**config.mk**
```make
export PLATFORM = sky130hd
export DESIGN_NAME = rtpc_scan
export DESIGN_NICKNAME = d
export VERILOG_FILES = /design/src/hdl/region_table_protection_check_assert.svh /design/src/hdl/rtpc_pkg.sv /design/src/hdl/rtpc_scan.sv
export SDC_FILE = /design/constraint.sdc
export NUM_CORES = 1
export LEC_CHECK = 0
export BUFFER_PORTS_ARGS = -buffer_cell sky130_fd_sc_hd__buf_2
export CAP_MARGIN = 5
export CORE_ASPECT_RATIO = 2
export CORE_UTILIZATION = 50
export DETAILED_ROUTE_END_ITERATION = 12
export GPL_TIMING_DRIVEN = 0
export PLACE_DENSITY_LB_ADDON = 0.25
export SYNTH_ARGS = -nofsm -noshare
export SYNTH_HDL_FRONTEND = slang
export SYNTH_SLANG_ARGS = --single-unit
```
**constraint.sdc**
```tcl
create_clock -name clk -period 7.5 [get_ports clk]
set_input_delay 0.375 -clock clk [delete_from_list [all_inputs] [get_ports clk]]
set_output_delay 0.375 -clock clk [all_outputs]
set_load 0.005 [all_outputs]
```
**src/hdl/region_table_protection_check_assert.svh**
```systemverilog
// Assertion macros for the region table protection check.
// Every macro samples on clk and is disabled while rst is high.
`ifndef REGION_TABLE_PROTECTION_CHECK_ASSERT_SVH
`define REGION_TABLE_PROTECTION_CHECK_ASSERT_SVH

// The consequent must hold in the same cycle as the antecedent.
`define RTPC_ASSERT_NOW(label, ante, cons, msg) \
  label: assert property (@(posedge clk) disable iff (rst) (ante) |-> (cons)) \
    else $error(msg);

// The consequent must hold in the cycle after the antecedent.
`define RTPC_ASSERT_NEXT(label, ante, cons, msg) \
  label: assert property (@(posedge clk) disable iff (rst) (ante) |=> (cons)) \
    else $error(msg);

`endif

```
**src/hdl/rtpc_pkg.sv**
```systemverilog
// Shared types and constants for the region table protection check.
// Used by the table memory, the scan unit and the top level.
package rtpc_pkg;

  localparam int MAX_REGIONS = 64;
  localparam int IDX_W = $clog2(MAX_REGIONS);
  localparam int CNT_W = $clog2(MAX_REGIONS + 1);

  localparam int BASE_W = 48;
  localparam int BOUND_W = 49;
  localparam int PROT_W = 3;
  localparam int PAGE_W = 49;
  localparam int LIM_W = 50;
  localparam int LEN_W = 32;
  localparam int SHIFT_W = 5;
  localparam int COUNT_W = 7;
  localparam int CFG_IDX_W = 2;
  localparam int CFG_DATA_W = 7;
  localparam int OUT_IDX_W = 6;
  localparam int SLOT_W = 6;

  localparam logic [SHIFT_W-1:0] SHIFT_MIN = 5'd12;
  localparam logic [SHIFT_W-1:0] SHIFT_MAX = 5'd16;
  localparam logic [SHIFT_W-1:0] SHIFT_RESET = 5'd12;

  localparam logic [CFG_IDX_W-1:0] REG_PAGE_SHIFT = 2'd0;
  localparam logic [CFG_IDX_W-1:0] REG_REGION_COUNT = 2'd1;

  typedef enum logic [1:0] {
    REQ_LOAD   = 2'd0,
    REQ_RANGE  = 2'd1,
    REQ_LOOKUP = 2'd2,
    REQ_FIND   = 2'd3
  } req_t;

  typedef enum logic [2:0] {
    ST_IDLE,
    ST_SCAN,
    ST_SEG_CHECK,
    ST_SEG_LIMIT,
    ST_SEG_NEXT,
    ST_SEG_TEST,
    ST_DONE
  } state_t;

  typedef struct packed {
    logic [BASE_W-1:0]  base;
    logic [BOUND_W-1:0] bound;
    logic [PROT_W-1:0]  prot;
  } entry_t;

  typedef struct packed {
    logic             clear;
    logic             hit;
    logic [IDX_W-1:0] idx;
  } scan_ctl_t;

  typedef struct packed {
    logic               sel_valid;
    logic [BOUND_W-1:0] sel_bound;
    logic [PROT_W-1:0]  sel_prot;
    logic               has_next;
    logic [BASE_W-1:0]  next_base;
    logic               found;
    logic [IDX_W-1:0]   found_idx;
  } scan_res_t;

endpackage

```
**src/hdl/rtpc_scan.sv**
```systemverilog
// Shared compare unit that folds one table entry per cycle into the scan state.
// Depends on rtpc_pkg for the entry, control and result types.
module rtpc_scan (
  input  logic                     clk,
  input  logic                     rst,
  input  rtpc_pkg::scan_ctl_t      ctl,
  input  rtpc_pkg::entry_t         ent,
  input  logic [rtpc_pkg::PAGE_W-1:0] key,
  output rtpc_pkg::scan_res_t      res
);
  import rtpc_pkg::*;

  logic at_or_below;
  logic inside_entry;
  logic closer;

  assign at_or_below = {1'b0, ent.base} <= key;
  assign inside_entry = at_or_below && (key < ent.bound);
  assign closer = !res.has_next || (ent.base < res.next_base);

  always_ff @(posedge clk) begin
    if (rst) begin
      res.sel_valid <= 1'b0;
      res.has_next <= 1'b0;
      res.found <= 1'b0;
    end else if (ctl.clear) begin
      res.sel_valid <= 1'b0;
      res.has_next <= 1'b0;
      res.found <= 1'b0;
    end else if (ctl.hit) begin
      // A later entry at or below the key takes over the selection, and
      // candidates for the next start seen before it no longer count.
      if (at_or_below) begin
        res.sel_valid <= 1'b1;
        res.has_next <= 1'b0;
        res.sel_bound <= ent.bound;
        res.sel_prot <= ent.prot;
      end else if (closer) begin
        res.has_next <= 1'b1;
        res.next_base <= ent.base;
      end
      if (!res.found && inside_entry) begin
        res.found <= 1'b1;
        res.found_idx <= ctl.idx;
      end
    end
  end

endmodule

```
==> results.ini, run 1 <==
[logic_synthesis]
ys_types=40
async_reset_ff_share_pct=0
synth_area_sq_um=6930
ys_seq_area_share_pct=46.8
yosys_warnings=0
syn_nets=930
synthFlopType=edfxtp_1
syn-mean-instance-area_sq_um=11.0
syn_inst=628
synth_edf_count=106
ys_ff_latch=109

[worst_setup_path]
path_cells=buf_2 -> ha_1 -> a21oi_1 -> o21ai_0 -> a2111oi_0 -> o22a_1 -> a31oi_1 -> or2_4 -> inv_2 -> buf_12
r2r-start=res[12]
crit_path_end_kind=register
crit_fanout=27
cp_slowest_cell=a2111oi_0
rr_worst_depth=11
rrSetupSlack_ns=4.42
start_kind=input port
critPathKind=input port to register
worst_path_largest_cell_delay_ns=0.62
worstPathRequired_ns=7.54
reg2reg_to=res[35]
cp.arrival_ns=3.13

[cells_and_area]
layout.cells.most_common_list=buf_2, inv_1, ha_1, edfxtp_1, a21oi_1
final_nets=1212
drive_above_1_share_pct=31.8
area_growth_pct=27.0
reg_top3=res: 109 flops
layout_commonest_cell=buf_2
nFillCells=1146
largest_register_ff_count=109
regMostFlops=res

[global_route]
antenna_found_initial=1
track_usage_pct=24.7
overflow=0
grt_pass1_wl_um=26900
grt_start_max_net_pins=28
grt_pass1_vias=5919

[timing]
rsz0062_at_grt=false
finClkSkew_ns=0.0108
min_period_ns=3.09
setup_viol=0
finalHoldViolations=0
hold_ws_ns=0.200
drv_slew=0
tightest_slew_ns=0.638
fmax_mhz=324
slew_headroom_pct=57.4
tns_ns=0
period_share_pct=41.2

[cts]
cts_max_level=3
clock-sinks=109
tritoncts=done
cts_resized=0
clockRootBuffer=clkbuf_16
holdBufCountCts=0
cts_max_path_buffers=2
clkLatencyLatePin_ns=0.35
post_cts_buffers=0
cts_made_buffers=9
clkSlewWorstSetupHoldPaths_ns=0.08

[power_and_ir_drop]
p_per_area_nw_per_um2=158
p_leak_nw=4.62
peakVddDrop_mv=0.107

[drt]
drtPass1Iterations=5
finalWirelength_um=17500
dr.first_iter.drc_count=165
via_count=5659
wl_per_cell_um=16.4
ant_nets=0
via_per_inst=5.29
post-route-drc-count=0

[floorplan]
die_w_um=85.2
initial_utilization_pct=51.3
dieHeight_um=168
core.rowCount=60
core_area_sq_um=13500
dieArea_sq_um=14400
boundaryPins=268

[placed_design]
port_buffers=267
routabilityCongestion=0.807
dp_hpwl_um=15000

[min_path]
whs_path_depth=1
min_to=res[58]
hp-class=input port to register
min_from=ent[2]

[job]
cap_violations=0

[run_status]
status=complete, no violations

-- cells in the mapped netlist (2+ instances only) --
library cell  count  share of area (%)
nor2_1           17               0.92
dfxtp_1           3               0.87
and4_1            2               0.25
a211o_1           3               0.38
and3_1            6               0.54
nand3_1          12               0.87
inv_1           150                8.1
nand2b_1          2               0.18
a2111oi_0         3               0.38
edfxtp_1        106                 46
nand2_1          29                1.6
nor3_1            6               0.43
a211oi_1         10                1.1
o211ai_1          3               0.33
o21ai_0          18                1.3
o221ai_1          2               0.25
a31oi_1           2               0.18
nor4_1            2               0.18
a21oi_1          42                3.0
o31ai_1           2               0.22
o21a_1            5               0.54
nand4_1          23                2.1
ha_1            143                 26
nor2b_1           2               0.18
a21o_1           20                2.2
-- final cells by class --
type                            count  area [sq um]  share of cell area [%]
Sequential cell                   109          3240                    36.9
Timing Repair Buffer              271          1400                    15.9
Clock buffer                       10           229                    2.60
Tap cell                          155           194                    2.20
Clock inverter                      5          36.3                   0.412
Multi-Input combinational cell    369          3130                    35.6
Antenna cell                        1          2.50                  0.0284
Inverter                          150           563                    6.40
-- per-layer routing --
| metal | part of all wire (%) | track usage, % |
|---|---|---|
| met5 | 0 | 0 |
| met4 | 3.6 | 10.9 |
| met3 | 6.0 | 5.41 |
| met2 | 56 | 50.1 |
| met1 | 34 | 22.4 |
-- critical path, delay by kind of cell --
| kind | cells | cell delay (ns) |
|---|---|---|
| fa+ha+maj | 1 | 0.33 |
| compound gates | 5 | 1.23 |
| simple gates | 1 | 0.28 |
| buf+inv | 3 | 0.88 |
-- power breakdown --
part | internal, mW | total (mW) | leakage [nW] | switching (mW)
clock network | 0.225 | 0.445 | 0.123 | 0.219
registers | 0.691 | 0.697 | 0.988 | 0.00613
logic | 0.114 | 0.249 | 3.51 | 0.135
total | 1.03 | 1.39 | 4.62 | 0.360
-- through the flow --
stage	util, %	instances	area, sq um	power, mW	setup slack (ns)
floorplan	-	628	6930	0.840	3.22
global placement	62.6	1050	8460	0.952	1.76
detailed placement	63.1	1054	8530	0.961	4.02
CTS	65.1	1069	8800	1.40	4.30
global route	65.1	1070	8800	1.46	4.16
finish	65.1	1070	8800	1.39	4.41
-- logic make-up (layout without fill, tap and decap cells) --
group	Yosys count	count (layout)	share of synthesized area, %
buffers and inverters	150	436	8.13
adders and majority gates	143	143	25.8
AOI/OAI and AO/OA	118	118	11.0
DFF	109	109	46.8
and+or+nand+nor	108	108	8.25
other	0	1	0
-- how the worst max path moves through the flow --
stage	startpoint	endpoint	slack, ns	depth (start not counted)
floorplan	key[39]	res[10]	3.22	9
global placement	key[36]	res[12]	1.76	10
detailed placement	key[36]	res[43]	4.02	12
CTS	res[12]	res[35]	4.30	11
global route	res[16]	res[35]	4.16	11
finish	ent[56]	res[63]	4.41	10
No activity file was read; power rests on OpenSTA's default activity.
==> inputs of run 2 (changes only) <==
Clock period 7.5 ns to 2.9 ns, I/O delays scaled along.
==> run 2 against run 1 <==
Against the previous run: combinational power rose to 2.9 times the previous value; worst hold slack got worse by 0.19 ns; wire length rose by 9.9%; global-route usage rose by 2.6 points; sequential power rose to 2.6 times the previous value; non-clock buffer count rose by 60.
==> results.ini, run 2 (same netlist as run 1, synthesis figures left out) <==
[floorplan]
core.rowCount=60  ; unchanged
die_w_um=85.2  ; unchanged
initial_utilization_pct=51.3  ; unchanged
dieHeight_um=168  ; unchanged
dieArea_sq_um=14400  ; unchanged
boundaryPins=268  ; unchanged
core_area_sq_um=13500  ; unchanged

[global_route]
overflow=0  ; unchanged
grt_start_max_net_pins=27  ; -3.6%
antenna_found_initial=2  ; +1
grt_pass1_wl_um=29600  ; +9.8%
grt_pass1_vias=6288  ; +6.2%
track_usage_pct=27.4  ; +2.6 points

[power_and_ir_drop]
p_per_area_nw_per_um2=411  ; +160%
p_leak_nw=4.91  ; +6.1%
peakVddDrop_mv=0.432  ; +310%

[run_status]
status=complete, no violations

[cts]
clock-sinks=109  ; unchanged
tritoncts=done
clockRootBuffer=clkbuf_16
clkLatencyLatePin_ns=0.34  ; about the same
clkSlewWorstSetupHoldPaths_ns=0.08  ; about the same
cts_made_buffers=9  ; unchanged
cts_max_path_buffers=2  ; unchanged
cts_max_level=3  ; unchanged

[worst_setup_path]
cp.arrival_ns=2.91  ; -0.22 ns
crit_fanout=15  ; -44%
path_cells=inv_1 -> ha_1 -> a21oi_1 -> nor2_1 -> a211oi_1 -> o21ai_0 -> a211oi_2 -> o31ai_2 -> a211oi_4 -> buf_8 -> buf_16
worstPathRequired_ns=2.96  ; -4.58 ns
critPathKind=register to register
cp_slowest_cell=edfxtp_1
start_kind=register
cp.buffers_inverters=3  ; unchanged
crit_path_end_kind=register
cp_top_family=compound AO/OA/AOI/OAI gates
worst_path_largest_cell_delay_ns=0.41  ; -0.21 ns

[drt]
ant_nets=0  ; unchanged
met3_length_um=1080  ; +2.3%
wl_per_cell_um=17.0  ; +3.8%
via_per_inst=5.27  ; -0.37%
dr_wl_met2_um=11000  ; +11%
dr.max_layer_used=met4
drt-met1-wl_um=6160  ; +3.7%
via_count=5970  ; +5.5%
drtPass1Iterations=5  ; unchanged
finalWirelength_um=19200  ; +9.9%
dr.first_iter.drc_count=237  ; +44%
post-route-drc-count=0  ; unchanged

[timing]
slew_headroom_pct=55.6  ; -1.7 points
rsz0062_at_grt=false
period_share_pct=98.6
tightest_slew_ns=0.664  ; +0.0257 ns
drv_slew=0  ; unchanged
finalHoldViolations=0  ; unchanged
setup_viol=0  ; unchanged
finClkSkew_ns=0.00806  ; -0.00278 ns
min_period_ns=2.86
fmax_mhz=350
setup_slack_ns=0.0412  ; -4.37 ns

[cells_and_area]
final_area_sq_um=9500  ; +8.0%
layout_commonest_cell=buf_2
final_nets=1273  ; +5.0%
regMostFlops=res
reg_top3=res: 109 flops
largest_register_ff_count=109  ; unchanged
layout.cells.most_common_list=buf_2, inv_1, ha_1, edfxtp_1, dlygate4sd3_1
area_growth_pct=37.2
fin_util_pct=70.3  ; +5.2 points
drive_above_1_share_pct=31.1  ; -0.69 points

[placed_design]
port_buffers=267  ; unchanged
dp_hpwl_um=15200  ; +0.89%
place_area_sq_um=8540  ; +0.12%
routabilityCongestion=0.847  ; +5.0%
place_ws_ns=-0.735  ; -4.75 ns

[job]
cap_violations=0  ; unchanged

[min_path]
hp-class=input port to register

run 2: cell types whose count changed in the layout (fill, tap and decap cells not counted), moves of 2 or more:
cell           delta
o21ai_0           -2
a211oi_1          -4
bufinv_16         +2
clkinvlp_4        +2
dlygate4sd3_1    +58
buf_4             +3
a211oi_2          +4
o21ai_1           +2
run 2: repair_timing:
| action | CTS | global route |
|---|---|---|
| gates cloned | 1 | 0 |
| hold buffers | 58 | 0 |
| setup endpoints to repair | 101 | 40 |
| pin swaps | 1 | 2 |
| gates resized for setup | 3 | 3 |
| hold endpoints to repair | 58 | 0 |
| setup buffers | 3 | 0 |
run 2: final cells by class:
cell class / count / area [sq um]
Clock buffer: 9 / 225
Multi-Input combinational cell: 369 / 3160
Tap cell: 155 / 194
Inverter: 150 / 567
Antenna cell: 2 / 5.00
Timing Repair Buffer: 331 / 2000
Timing Repair inverter: 1 / 7.51
Clock inverter: 7 / 104
Fill cell: 1044 / 4010
Sequential cell: 109 / 3240
run 2: worst paths after layout:
path | startpoint | endpoint | cells past startpoint | slack [ns]
worst max register to register | res[12] | res[28] | 11 | 0.04
worst max-delay path | res[12] | res[28] | 11 | 0.04
worst min-delay path | ent[81] | res[36] | 1 | 0.01
worst min register to register | res[108] | res[108] | 2 | 0.45
run 2: where the power goes:
part           switching [mW]  internal [mW]
combinational           0.376          0.351
clock                   0.601          0.771
sequential             0.0158           1.79
run 2: metrics by stage:
step | hold WS [ns] | TNS (ns) | std cells | power, mW
after floorplan | 0.244 | -23.71 | 628 | 2.17
after global placement | 0.322 | -107.99 | 1050 | 2.47
final | 0.0120 | 0 | 1133 | 3.90
after CTS | 0.00285 | 0 | 1131 | 3.92
after detailed placement | 0.324 | -53.97 | 1053 | 2.49
after global routing | 0.00117 | 0 | 1133 | 4.07
run 2: metal layers:
layer	vias to the layer above	track usage, %
li1	2938	-
met1	2756	24.5
met2	224	54.1
met3	52	5.36
met4	0	16.4
met5	-	0
